`src/rtl/core/hrt_pkg.sv`:
```
// Shared types, constants and lookup functions for the HTTP request header tokenizer.
package hrt_pkg;

  typedef enum logic [3:0] {
    PH_METHOD = 4'd0,
    PH_PATH   = 4'd1,
    PH_PREFIX = 4'd2,
    PH_MAJOR  = 4'd3,
    PH_DOT    = 4'd4,
    PH_MINOR  = 4'd5,
    PH_WSKEY  = 4'd6,
    PH_KEY    = 4'd7,
    PH_WSVAL  = 4'd8,
    PH_VALUE  = 4'd9,
    PH_END1   = 4'd10,
    PH_END2   = 4'd11,
    PH_BODY   = 4'd12
  } phase_t;

  typedef enum logic [3:0] {
    TK_NONE       = 4'd0,
    TK_METHOD     = 4'd1,
    TK_PATH_BYTE  = 4'd2,
    TK_PATH_END   = 4'd3,
    TK_VERSION    = 4'd4,
    TK_KEY_BYTE   = 4'd5,
    TK_KEY_END    = 4'd6,
    TK_VALUE_BYTE = 4'd7,
    TK_VALUE_END  = 4'd8,
    TK_HEADER_END = 4'd9,
    TK_BODY       = 4'd10
  } kind_t;

  localparam logic [2:0] MC_UNKNOWN = 3'd0;
  localparam logic [2:0] MC_GET     = 3'd1;
  localparam logic [2:0] MC_POST    = 3'd2;
  localparam logic [2:0] MC_DELETE  = 3'd3;
  localparam logic [2:0] MC_PUT     = 3'd4;

  localparam logic [1:0] ST_OK    = 2'd0;
  localparam logic [1:0] ST_SHORT = 2'd1;
  localparam logic [1:0] ST_TRUNC = 2'd2;

  localparam logic [7:0] CH_SP    = 8'h20;
  localparam logic [7:0] CH_LF    = 8'h0A;
  localparam logic [7:0] CH_CR    = 8'h0D;
  localparam logic [7:0] CH_TAB   = 8'h09;
  localparam logic [7:0] CH_COLON = 8'h3A;
  localparam logic [7:0] CH_DOT   = 8'h2E;
  localparam logic [7:0] CH_ZERO  = 8'h30;

  localparam logic [7:0] MIN_LEN_RESET  = 8'd22;
  localparam logic [2:0] PREFIX_BYTES   = 3'd5;
  localparam logic [3:0] METHOD_LEN_SAT = 4'd10;
  localparam int         NUM_METHODS    = 4;

  typedef struct packed {
    logic       last;
    logic       done;
    logic [1:0] status;
    logic [7:0] minor;
    logic [7:0] major;
    logic [2:0] code;
    logic [7:0] data;
    kind_t      kind;
  } result_t;

  // Character of method m at position pos; zero beyond the method's length
  function automatic logic [7:0] method_char(input logic [1:0] m, input logic [3:0] pos);
    logic [7:0] c;
    c = 8'h00;
    case (m)
      2'd0: begin
        case (pos)
          4'd0: c = "G";
          4'd1: c = "E";
          4'd2: c = "T";
          default: c = 8'h00;
        endcase
      end
      2'd1: begin
        case (pos)
          4'd0: c = "P";
          4'd1: c = "O";
          4'd2: c = "S";
          4'd3: c = "T";
          default: c = 8'h00;
        endcase
      end
      2'd2: begin
        case (pos)
          4'd0: c = "D";
          4'd1: c = "E";
          4'd2: c = "L";
          4'd3: c = "E";
          4'd4: c = "T";
          4'd5: c = "E";
          default: c = 8'h00;
        endcase
      end
      default: begin
        case (pos)
          4'd0: c = "P";
          4'd1: c = "U";
          4'd2: c = "T";
          default: c = 8'h00;
        endcase
      end
    endcase
    return c;
  endfunction

  function automatic logic [3:0] method_len(input logic [1:0] m);
    logic [3:0] l;
    case (m)
      2'd0:    l = 4'd3;
      2'd1:    l = 4'd4;
      2'd2:    l = 4'd6;
      default: l = 4'd3;
    endcase
    return l;
  endfunction

  function automatic logic is_ws(input logic [7:0] b);
    return (b == CH_SP) || (b == CH_LF) || (b == CH_CR) || (b == CH_TAB);
  endfunction

  function automatic result_t mk_result(input kind_t k, input logic [7:0] d,
                                        input logic [2:0] c, input logic [7:0] mj,
                                        input logic [7:0] mn);
    result_t r;
    r        = '0;
    r.kind   = k;
    r.data   = d;
    r.code   = c;
    r.major  = mj;
    r.minor  = mn;
    return r;
  endfunction

endpackage

```
`src/rtl/core/http_request_header_tokenizer.sv`:
```
// Top level of the HTTP request header tokenizer: byte stream in, token stream out.
//
//  Channel   Signals                                Transaction
//  s_axis    tvalid tready tdata[7:0] tlast         one request byte; tlast ends the request
//  m_axis    tvalid tready tdata[31:0] tuser tlast  one token; tlast on final token of a byte
//  cfg       cfg_valid cfg_ready cfg_data[7:0]      write of the minimum request length
//
// One byte is accepted per cycle while s_axis_tready is high; its tokens (up to two) enter the
// output queue at the same edge and leave one per cycle while m_axis_tready is high.
// s_axis_tready is high while the four-entry queue has room for two tokens: it drops under
// m_axis_tready back-pressure, and for a cycle when back-to-back two-token bytes fill it.
// rst is synchronous; it clears the parse state, empties the queue and restores the
// minimum length of 22. cfg_ready is always high.
module http_request_header_tokenizer #(
  parameter int OUT_DEPTH = 4
) (
  input  logic        clk,
  input  logic        rst,
  input  logic        s_axis_tvalid,
  output logic        s_axis_tready,
  input  logic [7:0]  s_axis_tdata,   // [7:0] data_byte
  input  logic        s_axis_tlast,   // end_of_request
  output logic        m_axis_tvalid,
  input  logic        m_axis_tready,
  // [7:0] token_byte, [10:8] method_code, [18:11] version_major,
  // [26:19] version_minor, [28:27] request_status, [29] request_done, [31:30] zero
  output logic [31:0] m_axis_tdata,
  output logic [3:0]  m_axis_tuser,   // [3:0] token_kind
  output logic        m_axis_tlast,   // last_result
  input  logic        cfg_valid,
  output logic        cfg_ready,
  input  logic [7:0]  cfg_data
);

  logic             take;
  logic [1:0]       res_count;
  hrt_pkg::result_t res0;
  hrt_pkg::result_t res1;
  hrt_pkg::result_t head;
  logic             room_two;

  assign cfg_ready     = 1'b1;
  assign s_axis_tready = room_two;
  assign take          = s_axis_tvalid && room_two;

  hrt_parser u_parser (
    .clk       (clk),
    .rst       (rst),
    .cfg_valid (cfg_valid),
    .cfg_data  (cfg_data),
    .in_take   (take),
    .in_byte   (s_axis_tdata),
    .in_end    (s_axis_tlast),
    .res_count (res_count),
    .res0      (res0),
    .res1      (res1)
  );

  hrt_out_fifo #(
    .DEPTH (OUT_DEPTH)
  ) u_out_fifo (
    .clk      (clk),
    .rst      (rst),
    .wr_count (take ? res_count : 2'd0),
    .wr0      (res0),
    .wr1      (res1),
    .room_two (room_two),
    .rd_valid (m_axis_tvalid),
    .rd_data  (head),
    .rd_ready (m_axis_tready)
  );

  assign m_axis_tdata = {2'b00, head.done, head.status, head.minor, head.major,
                         head.code, head.data};
  assign m_axis_tuser = head.kind;
  assign m_axis_tlast = head.last;

endmodule

```
`src/rtl/core/hrt_parser.sv`:
```
// Parse state registers and the per-byte token logic, up to two results per byte.
module hrt_parser (
  input  logic              clk,
  input  logic              rst,
  input  logic              cfg_valid,
  input  logic [7:0]        cfg_data,
  input  logic              in_take,
  input  logic [7:0]        in_byte,
  input  logic              in_end,
  output logic [1:0]        res_count,
  output hrt_pkg::result_t  res0,
  output hrt_pkg::result_t  res1
);

  logic [7:0]       min_len;
  hrt_pkg::phase_t  phase, phase_next;
  logic [2:0]       skip_cnt, skip_cnt_next;
  logic [3:0]       match, match_next;
  logic [3:0]       mlen, mlen_next;
  logic [7:0]       major, major_next;
  logic [7:0]       minor, minor_next;
  logic             held_cr, held_cr_next;
  logic [7:0]       seen, seen_next;

  hrt_pkg::result_t tok [2];
  logic [1:0]       n;
  logic             do_key;
  logic             do_value;
  logic [2:0]       code;

  always_comb begin
    phase_next    = phase;
    skip_cnt_next = skip_cnt;
    match_next    = match;
    mlen_next     = mlen;
    major_next    = major;
    minor_next    = minor;
    held_cr_next  = held_cr;
    seen_next     = (seen != 8'hFF) ? seen + 8'd1 : seen;
    tok[0]        = '0;
    tok[1]        = '0;
    n             = 2'd0;
    do_key        = 1'b0;
    do_value      = 1'b0;
    code          = hrt_pkg::MC_UNKNOWN;

    unique case (phase)
      hrt_pkg::PH_METHOD: begin
        if (in_byte == hrt_pkg::CH_SP) begin
          // later entries win, as in the matching order
          for (int i = 0; i < hrt_pkg::NUM_METHODS; i++) begin
            if (match[i] && mlen == hrt_pkg::method_len(2'(i))) code = 3'(i + 1);
          end
          tok[n[0]]  = hrt_pkg::mk_result(hrt_pkg::TK_METHOD, 8'd0, code, 8'd0, 8'd0);
          n          = n + 2'd1;
          phase_next = hrt_pkg::PH_PATH;
        end else begin
          for (int i = 0; i < hrt_pkg::NUM_METHODS; i++) begin
            if (mlen >= hrt_pkg::method_len(2'(i)) ||
                hrt_pkg::method_char(2'(i), mlen) != in_byte) match_next[i] = 1'b0;
          end
          if (mlen < hrt_pkg::METHOD_LEN_SAT) mlen_next = mlen + 4'd1;
        end
      end
      hrt_pkg::PH_PATH: begin
        if (in_byte == hrt_pkg::CH_SP) begin
          tok[n[0]]     = hrt_pkg::mk_result(hrt_pkg::TK_PATH_END, 8'd0, 3'd0, 8'd0, 8'd0);
          n             = n + 2'd1;
          phase_next    = hrt_pkg::PH_PREFIX;
          skip_cnt_next = 3'd0;
        end else begin
          tok[n[0]] = hrt_pkg::mk_result(hrt_pkg::TK_PATH_BYTE, in_byte, 3'd0, 8'd0, 8'd0);
          n         = n + 2'd1;
        end
      end
      hrt_pkg::PH_PREFIX: begin
        skip_cnt_next = skip_cnt + 3'd1;
        if (skip_cnt_next >= hrt_pkg::PREFIX_BYTES) phase_next = hrt_pkg::PH_MAJOR;
      end
      hrt_pkg::PH_MAJOR: begin
        major_next = in_byte - hrt_pkg::CH_ZERO;
        phase_next = hrt_pkg::PH_DOT;
      end
      hrt_pkg::PH_DOT: begin
        if (in_byte == hrt_pkg::CH_DOT) begin
          phase_next = hrt_pkg::PH_MINOR;
        end else begin
          minor_next = 8'd0;
          tok[n[0]]  = hrt_pkg::mk_result(hrt_pkg::TK_VERSION, 8'd0, 3'd0, major, 8'd0);
          n          = n + 2'd1;
          phase_next = hrt_pkg::PH_WSKEY;
        end
      end
      hrt_pkg::PH_MINOR: begin
        minor_next = in_byte - hrt_pkg::CH_ZERO;
        tok[n[0]]  = hrt_pkg::mk_result(hrt_pkg::TK_VERSION, 8'd0, 3'd0, major, minor_next);
        n          = n + 2'd1;
        phase_next = hrt_pkg::PH_WSKEY;
      end
      hrt_pkg::PH_WSKEY: do_key = 1'b1;
      hrt_pkg::PH_KEY: begin
        if (in_byte == hrt_pkg::CH_COLON) begin
          tok[n[0]]  = hrt_pkg::mk_result(hrt_pkg::TK_KEY_END, 8'd0, 3'd0, 8'd0, 8'd0);
          n          = n + 2'd1;
          phase_next = hrt_pkg::PH_WSVAL;
        end else begin
          tok[n[0]] = hrt_pkg::mk_result(hrt_pkg::TK_KEY_BYTE, in_byte, 3'd0, 8'd0, 8'd0);
          n         = n + 2'd1;
        end
      end
      hrt_pkg::PH_WSVAL: begin
        if (!hrt_pkg::is_ws(in_byte)) begin
          phase_next = hrt_pkg::PH_VALUE;
          do_value   = 1'b1;
        end
      end
      hrt_pkg::PH_VALUE: do_value = 1'b1;
      hrt_pkg::PH_END1: begin
        if (in_byte == hrt_pkg::CH_CR) phase_next = hrt_pkg::PH_END2;
        else do_key = 1'b1;
      end
      hrt_pkg::PH_END2: begin
        if (in_byte == hrt_pkg::CH_LF) begin
          tok[n[0]]  = hrt_pkg::mk_result(hrt_pkg::TK_HEADER_END, 8'd0, 3'd0, 8'd0, 8'd0);
          n          = n + 2'd1;
          phase_next = hrt_pkg::PH_BODY;
        end else begin
          do_key = 1'b1;
        end
      end
      hrt_pkg::PH_BODY: begin
        tok[n[0]] = hrt_pkg::mk_result(hrt_pkg::TK_BODY, in_byte, 3'd0, 8'd0, 8'd0);
        n         = n + 2'd1;
      end
      default: phase_next = hrt_pkg::PH_METHOD;
    endcase

    // start of a header key, possibly after blank lines or whitespace
    if (do_key) begin
      if (hrt_pkg::is_ws(in_byte)) begin
        phase_next = hrt_pkg::PH_WSKEY;
      end else if (in_byte == hrt_pkg::CH_COLON) begin
        tok[n[0]]  = hrt_pkg::mk_result(hrt_pkg::TK_KEY_END, 8'd0, 3'd0, 8'd0, 8'd0);
        n          = n + 2'd1;
        phase_next = hrt_pkg::PH_WSVAL;
      end else begin
        tok[n[0]]  = hrt_pkg::mk_result(hrt_pkg::TK_KEY_BYTE, in_byte, 3'd0, 8'd0, 8'd0);
        n          = n + 2'd1;
        phase_next = hrt_pkg::PH_KEY;
      end
    end

    // value byte; a CR is held back until we know whether LF follows
    if (do_value) begin
      if (in_byte == hrt_pkg::CH_LF) begin
        tok[n[0]] = hrt_pkg::mk_result(hrt_pkg::TK_VALUE_END, 8'd0, 3'd0, 8'd0, 8'd0);
        n         = n + 2'd1;
        if (held_cr) begin
          held_cr_next = 1'b0;
          phase_next   = hrt_pkg::PH_END1;
        end else begin
          phase_next = hrt_pkg::PH_WSKEY;
        end
      end else if (held_cr) begin
        tok[n[0]] = hrt_pkg::mk_result(hrt_pkg::TK_VALUE_BYTE, hrt_pkg::CH_CR,
                                       3'd0, 8'd0, 8'd0);
        n         = n + 2'd1;
        if (in_byte != hrt_pkg::CH_CR) begin
          held_cr_next = 1'b0;
          tok[n[0]]    = hrt_pkg::mk_result(hrt_pkg::TK_VALUE_BYTE, in_byte,
                                            3'd0, 8'd0, 8'd0);
          n            = n + 2'd1;
        end
      end else if (in_byte == hrt_pkg::CH_CR) begin
        held_cr_next = 1'b1;
      end else begin
        tok[n[0]] = hrt_pkg::mk_result(hrt_pkg::TK_VALUE_BYTE, in_byte, 3'd0, 8'd0, 8'd0);
        n         = n + 2'd1;
      end
    end

    if (in_end && n == 2'd0) begin
      tok[0] = hrt_pkg::mk_result(hrt_pkg::TK_NONE, 8'd0, 3'd0, 8'd0, 8'd0);
      n      = 2'd1;
    end

    if (n != 2'd0) begin
      tok[n[1]].last = 1'b1;
      if (in_end) begin
        tok[n[1]].done = 1'b1;
        if (seen_next < min_len)                tok[n[1]].status = hrt_pkg::ST_SHORT;
        else if (phase_next != hrt_pkg::PH_BODY) tok[n[1]].status = hrt_pkg::ST_TRUNC;
        else                                    tok[n[1]].status = hrt_pkg::ST_OK;
      end
    end

    if (in_end) begin
      phase_next    = hrt_pkg::PH_METHOD;
      skip_cnt_next = 3'd0;
      match_next    = 4'hF;
      mlen_next     = 4'd0;
      major_next    = 8'd0;
      minor_next    = 8'd0;
      held_cr_next  = 1'b0;
      seen_next     = 8'd0;
    end
  end

  assign res_count = n;
  assign res0      = tok[0];
  assign res1      = tok[1];

  always_ff @(posedge clk) begin
    if (rst) begin
      min_len  <= hrt_pkg::MIN_LEN_RESET;
      phase    <= hrt_pkg::PH_METHOD;
      skip_cnt <= 3'd0;
      match    <= 4'hF;
      mlen     <= 4'd0;
      major    <= 8'd0;
      minor    <= 8'd0;
      held_cr  <= 1'b0;
      seen     <= 8'd0;
    end else begin
      if (cfg_valid) min_len <= cfg_data;
      if (in_take) begin
        phase    <= phase_next;
        skip_cnt <= skip_cnt_next;
        match    <= match_next;
        mlen     <= mlen_next;
        major    <= major_next;
        minor    <= minor_next;
        held_cr  <= held_cr_next;
        seen     <= seen_next;
      end
    end
  end

endmodule

```
`src/rtl/core/hrt_out_fifo.sv`:
```
// Small result queue: takes up to two results per cycle, gives one per cycle while rd_ready is high.
module hrt_out_fifo #(
  parameter int DEPTH = 4
) (
  input  logic              clk,
  input  logic              rst,
  input  logic [1:0]        wr_count,
  input  hrt_pkg::result_t  wr0,
  input  hrt_pkg::result_t  wr1,
  output logic              room_two,
  output logic              rd_valid,
  output hrt_pkg::result_t  rd_data,
  input  logic              rd_ready
);

  localparam int AW = (DEPTH > 1) ? $clog2(DEPTH) : 1;
  localparam int CW = AW + 1;

  hrt_pkg::result_t mem [DEPTH];
  logic [AW-1:0]    wptr;
  logic [AW-1:0]    rptr;
  logic [CW-1:0]    count;
  logic             pop;

  assign rd_valid = (count != '0);
  assign rd_data  = mem[rptr];
  assign pop      = rd_valid && rd_ready;
  assign room_two = (count <= CW'(DEPTH - 2));

  always_ff @(posedge clk) begin
    if (wr_count != 2'd0) mem[wptr] <= wr0;
    if (wr_count == 2'd2) mem[wptr + AW'(1)] <= wr1;
  end

  always_ff @(posedge clk) begin
    if (rst) begin
      wptr  <= '0;
      rptr  <= '0;
      count <= '0;
    end else begin
      wptr  <= wptr + AW'(wr_count);
      if (pop) rptr <= rptr + AW'(1);
      count <= count + CW'(wr_count) - CW'(pop);
    end
  end

endmodule

```
`config.mk`:
```
export PLATFORM = sky130hd
export DESIGN_NAME = http_request_header_tokenizer
export DESIGN_NICKNAME = d
export VERILOG_FILES = /design/src/rtl/core/hrt_pkg.sv /design/src/rtl/core/http_request_header_tokenizer.sv /design/src/rtl/core/hrt_parser.sv /design/src/rtl/core/hrt_out_fifo.sv
export SDC_FILE = /design/constraint.sdc
export NUM_CORES = 1
export LEC_CHECK = 0
export ABC_CLOCK_PERIOD_IN_PS = 26000
export BUFFER_PORTS_ARGS = -buffer_cell sky130_fd_sc_hd__buf_2
export CORE_MARGIN = 1.5
export CORE_UTILIZATION = 60
export DETAILED_ROUTE_END_ITERATION = 8
export GPL_ROUTABILITY_DRIVEN = 0
export GPL_TIMING_DRIVEN = 0
export PLACE_DENSITY = 0.79
export SKIP_LAST_GASP = 1
export SYNTH_ARGS = -nofsm -noshare
export SYNTH_HDL_FRONTEND = slang
export SYNTH_HIERARCHICAL = 1
export SYNTH_SLANG_ARGS = --single-unit
```
`constraint.sdc`:
```
create_clock -name clk -period 26 [get_ports clk]
set_input_delay 6.5 -clock clk [delete_from_list [all_inputs] [get_ports clk]]
set_output_delay 6.5 -clock clk [all_outputs]
set_load 0.05 [all_outputs]
```
* After elaboration in Yosys (flattened, before gate mapping) *
Memory sizes are Yosys's and may differ from the RTL's. A register that Yosys moved wholly into a read port is not among the register bits.
Index checks and enable logic that the tools add are counted.

word-level totals
  register bits after elaboration = 47
  memory bits (writable) = 140
  output and inout port bits = 40
  memories kept = 1

memories
  name            depth  bits a word  read ports  clocked after Yosys merged registers in  write ports  line                RTL
  u_out_fifo.mem  4      35           1           1                                        2            hrt_out_fifo.sv:19  hrt_pkg::result_t mem [DEPTH];

cells by class
  add/sub/neg operators = 12
  magnitude comparators = 15
  eq/ne operators = 36
  multiplexer cells = 131
  bitwise operators = 13
  reduce and logical (&&, ||, !) cells = 44

operators by type and width
  cell                                                 number
  two-way mux 70 bit                                   12
  bitwise mux 70 bit                                   8
  one-hot mux 35 bit (7 select lines)                  1
  demux 35 bit (select 1 bit)                          6
  two-way mux 35 bit                                   5
  two-way mux 4 bit                                    34
  two-way mux 8 bit                                    12
  bitwise AND 68 bit                                   1
  NOT 68 bit                                           1
  bitwise AND 66 bit                                   1
  NOT 66 bit                                           1
  bitwise AND 58 bit                                   1
  NOT 58 bit                                           1
  one-hot mux 7 bit (4 select lines)                   2
  one-hot mux 4 bit (11 select lines)                  1
  one-hot mux 7 bit (3 select lines)                   2
  two-way mux 34 bit                                   1
  two-way mux 33 bit                                   1
  inequality test 8 bit                                4
  two-way mux 2 bit                                    14
  equality test 4 x 3 -> 1 bit, second input constant  6
  equality test 8 x 4 -> 1 bit, second input constant  3
  equality test 8 x 6 -> 1 bit, second input constant  3
  two-way mux 12 bit                                   2
  48 further kinds                                     128

* Logic depth before layout (Yosys ltp) *
  depth in word-level cells = 29
  gate-level depth with buffers = 22
  depth with buffers taken out = 19

* Cells and area by module *
Netlist, hierarchy kept.

modules (own cells, without submodules)
  module                         times used  cells an instance  area an instance (µm²)
  hrt_out_fifo                   1           388                7253.2
  hrt_parser                     1           538                3961.3
  http_request_header_tokenizer  1           8                  48.8

* Least setup slack after synthesis *
No wires, ideal clock.

  kind = input -> register
  start = input port s_axis_tdata[4]
  end = memory u_out_fifo/mem[0][0] (netlist name), enable pin
  arrival = 12.399 ns
  required time = 25.524 ns
  setup slack = 13.126 ns
  stages on the path = 17
  path through = clkbuf_8 inv_1 ha_1 and4bb_1 buf_4 nand2_2 o21ai_0 or3_1 ha_1 a2111o_1 inv_1 ha_1 a211oi_2 a21o_1 and3_1 o21bai_1 o21ai_0

RTL lines
  item         line                                 RTL
  from (decl)  http_request_header_tokenizer.sv:21  input logic [7:0] s_axis_tdata,
  to (decl)    hrt_out_fifo.sv:19

==> reports/qor.csv <==
metric,value,unit
die extent in y,140.0,µm
Post-Route Setup TNS,0,ns
total clock buffers created by CTS,17,
clock period minus worst slack,11.86,ns
"buffers from clock root to sink, at most",2,
slew at the pin with the worst max-slew slack,0.9793,ns
DRC violation count after routing,0,
routed wirelength normalized by instance count,20.56,µm
length of the first detailed-routing pass in iterations,7,
CTS Hold Bufs,0,
"Arr. time, crit path",12.03,ns
die width,140.0,µm
area growth from synthesis to final layout,11.41,%
cell type contributing the most total cell area after synthesis,sky130_fd_sc_hd__edfxtp_1,
Yosys warning total,6,
Slew Limit Headroom,0.3411,
largest vdd supply drop,0.06044,mV
register-to-register setup slack,20.55,ns
Worst Hold Endpoint,u_parser/match[1],
crit path kind,in -> reg,
class of the worst hold path,reg -> reg,
cells resized by post-CTS repair,0,
Tcrit/Tclk final,0.4562,
highest achievable clock rate,84.32,MHz
Main synth FF type,sky130_fd_sc_hd__edfxtp_1,
startpoint of the tightest hold check path,u_parser/match[1],
Std-Cell Core Area,0.01821,mm²
Antenna Violating Nets Remaining,0,
outcome,completed,
Routed Wire Length,26.21,mm
maximum number of pins on one net before global-route repair,30,
placed insts,1243,
source of the worst register-to-register timing path,u_parser/phase[1],
data required time of the worst path,26.17,ns
Worst path max stage delay,0.55,ns
layout cells sized above 1,0.3413,
CP Launch Point,s_axis_tdata[4],
RSZ-0062 raised after global routing,false,
drt first-iter violations,1051,
number of port buffers,56,
cell count after synthesis,934,
critical-path maximum fanout,24,
global-route layer with the greatest usage,met2,
DR vias,7906,
number of storage elements in the synthesis netlist,189,
clock transition at the register clock pins on the worst setup and hold paths after CTS,0.08,ns
ratio of total power to cell area,63.46,mW/mm²
Post-DP HPWL,18.17,mm
final cell count without fillers,1275,
Site Rows,49,
worst setup skew after layout,0.01446,ns
library cell contributing the largest single delay on the critical path,sky130_fd_sc_hd__a211oi_2,
met1 layer usage reported by global route,0.3694,
Cells on Worst Hold Path,2,
met2 usage,0.4627,
grt ovf,0,
count of distinct cell types in the synthesized netlist,88,
total of max-cap violations,0,
count of flip-flops with a built-in enable after synthesis,140,
met3 demand-to-capacity share in global routing,0.04513,
global routing usage summed across all routing layers,0.2767,
Post-Syn Area,0.01126,mm²
"commonest non-fill, non-tap cells in the layout","sky130_fd_sc_hd__mux2_2 (145), sky130_fd_sc_hd__edfxtp_1 (140), sky130_fd_sc_hd__nor2_1 (66)",
sequential-to-total area share from yosys stat,0.4603,
area of the die,0.01960,mm²
vias in the first global route,7835,
async set or reset register ratio after synthesis,0,
cell types occupying the most area after synthesis,"sky130_fd_sc_hd__edfxtp_1 (37%), sky130_fd_sc_hd__mux2_2 (14%), sky130_fd_sc_hd__dfxtp_1 (8.7%)",
clock root buffer,sky130_fd_sc_hd__clkbuf_16,
most frequent standard cell in the layout excluding fill and tap cells,sky130_fd_sc_hd__mux2_2,
type of element capturing the critical path,flip-flop,
clk_lat worst skew,0.43,ns
number of buffers and inverters on the critical path,7,
# diodes,0,
element type at the critical path start,primary input,
crit path cell chain,buf_2 -> clkbuf_8 -> inv_1 -> ha_1 -> and4bb_1 -> buf_4 -> nand2_2 -> o21ai_0 -> or3_1 -> ha_1 -> a2111o_1 -> inv_1 -> ha_1 -> a211oi_2 -> a21o_1 -> and3_1 -> nand4b_2 -> buf_2 -> o21ai_4 -> buf_12,
nets@finish,1080,
mean number of vias per cell,6.201,
Crit Reg-Reg Endpoint,u_out_fifo/mem[0][10],
CTS tree,done,
H-tree lvl count,4,
final cell utilization of the core,0.6891,
syn avg cell area,12.06,µm²
worst reg-to-reg path cell count,16,
share of the synthesized area in the top cell type,0.3733,
endpoints failing hold,0,
cell occurring most often along the worst timing path,sky130_fd_sc_hd__ha_1,
wire length of the first global-routing pass,41.87,mm
"Slew Viols, Final",0,
initial core utilization,0.6186,
Hold WS,0.4765,ns
Sinks on Clock Net,189,
count of boundary I/O pins,62,
initial antenna violation count,0,
# setup viols final,0,
Post-CTS Repair Setup Buffers,0,
static leakage power,0.004792,µW
family with the most delay on the worst path,compound AO/OA/AOI/OAI gates,
kinds of logic (layout without fill, tap and decap cells):
| family | Yosys count | after routing | share of synthesized area |
|---|---|---|---|
| compound gates | 148 | 148 | 0.08943 |
| xor+xnor | 14 | 14 | 0.01333 |
| fa+ha+maj | 26 | 26 | 0.02933 |
| buf+inv | 122 | 214 | 0.06076 |
| flops | 189 | 189 | 0.4603 |
| mux | 193 | 193 | 0.2267 |
| other cells | 3 | 23 | 0.0009997 |
| simple gates | 239 | 239 | 0.1191 |
worst register-to-register path, delay by kind of cell (launching register included):
kind / cells / cell delay (ns)
AO/OA/AOI/OAI: 4 / 1.48
adder cells (fa/ha/maj): 2 / 0.54
buffers and inverters: 5 / 1.28
flip-flops: 1 / 0.32
AND/OR/NAND/NOR: 5 / 1.56
cell usage after synthesis, types with 3 or more instances:
cell type and count:
sky130_fd_sc_hd__mux2_2 145, sky130_fd_sc_hd__xnor2_1 10, sky130_fd_sc_hd__a21o_1 6, sky130_fd_sc_hd__or3_1 4, sky130_fd_sc_hd__a211oi_1 3, sky130_fd_sc_hd__mux4_2 35, sky130_fd_sc_hd__or3b_2 5, sky130_fd_sc_hd__clkbuf_1 27
sky130_fd_sc_hd__nor3_2 3, sky130_fd_sc_hd__buf_4 35, sky130_fd_sc_hd__edfxtp_1 140, sky130_fd_sc_hd__clkbuf_8 3, sky130_fd_sc_hd__a31oi_1 11, sky130_fd_sc_hd__a41oi_1 3, sky130_fd_sc_hd__a22oi_1 17, sky130_fd_sc_hd__nand3_1 11
sky130_fd_sc_hd__mux2i_1 11, sky130_fd_sc_hd__nor2_1 68, sky130_fd_sc_hd__o22ai_1 3, sky130_fd_sc_hd__and3_1 10, sky130_fd_sc_hd__ha_1 24, sky130_fd_sc_hd__conb_1 3, sky130_fd_sc_hd__nand2_1 34, sky130_fd_sc_hd__nand2b_1 11
sky130_fd_sc_hd__and2_1 17, sky130_fd_sc_hd__nor4_1 14, sky130_fd_sc_hd__a21oi_1 33, sky130_fd_sc_hd__nand4_1 4, sky130_fd_sc_hd__buf_6 7, sky130_fd_sc_hd__o21bai_1 3, sky130_fd_sc_hd__nor3_1 17, sky130_fd_sc_hd__or2_2 3
sky130_fd_sc_hd__buf_2 9, sky130_fd_sc_hd__dfxtp_1 49, sky130_fd_sc_hd__a2111oi_0 3, sky130_fd_sc_hd__o21ai_0 26, sky130_fd_sc_hd__nor3b_1 5, sky130_fd_sc_hd__o211ai_1 5, sky130_fd_sc_hd__nor2b_1 8, sky130_fd_sc_hd__inv_1 37
sky130_fd_sc_hd__o21a_1 6
flip-flops by register name (all words and copies together), names as in the netlist, named ones only:
name	flops
u_parser/skip_cnt	3
u_parser/phase	4
u_parser/min_len	8
u_out_fifo/wptr	2
u_parser/seen	8
u_parser/held_cr	1
u_parser/match	4
u_out_fifo/mem	140
u_out_fifo/rptr	2
u_out_fifo/count	3
u_parser/major	8
u_parser/mlen	4
cell type report:
type / count / area [µm²]
repair buffers: 60 / 360.3
clock buffers: 18 / 429.2
flip-flops and latches: 189 / 5185
plain buffers: 82 / 534.3
fillers: 1313 / 5660
multi-input cells: 643 / 5507
well taps: 229 / 286.5
inverters: 40 / 150.1
clock inverters: 14 / 96.34
how the worst max path moves through the flow:
stage / endpoint / slack, ns / cells after the start
finish: u_out_fifo/mem[0][10] / 14.14 / 20
floorplan: u_out_fifo/mem[0][0] / 13.13 / 17
global route: u_out_fifo/mem[0][10] / 13.96 / 20
CTS: u_out_fifo/mem[0][10] / 14.30 / 20
detailed placement: u_out_fifo/mem[0][12] / 13.91 / 20
global placement: u_out_fifo/mem[0][12] / 10.43 / 18
metrics by stage:
stage                     power, µW  setup slack [ns]  instance area, µm²
after detailed placement      565.7             13.91               12020
final                         796.3             14.14               12550
after global routing          828.0             13.96               12550
after floorplan               519.1             13.13               11340
after CTS                     801.2             14.30               12550
after global placement        562.4             10.43               11910
layer usage:
metal  part of all wire  vias to the layer above
met2               0.48                      393
met1               0.42                     3763
met4              0.022                        0
met3              0.071                       52
li1                   -                     3698
met5                  0                        -
where the power goes:
part,internal [µW],leakage [µW],switching (µW)
clock,123,0.000256,115
combinational,72.8,0.00284,142
sequential,337,0.00169,6.93
total,532,0.00479,264
No activity file was read; power rests on OpenSTA's default activity.
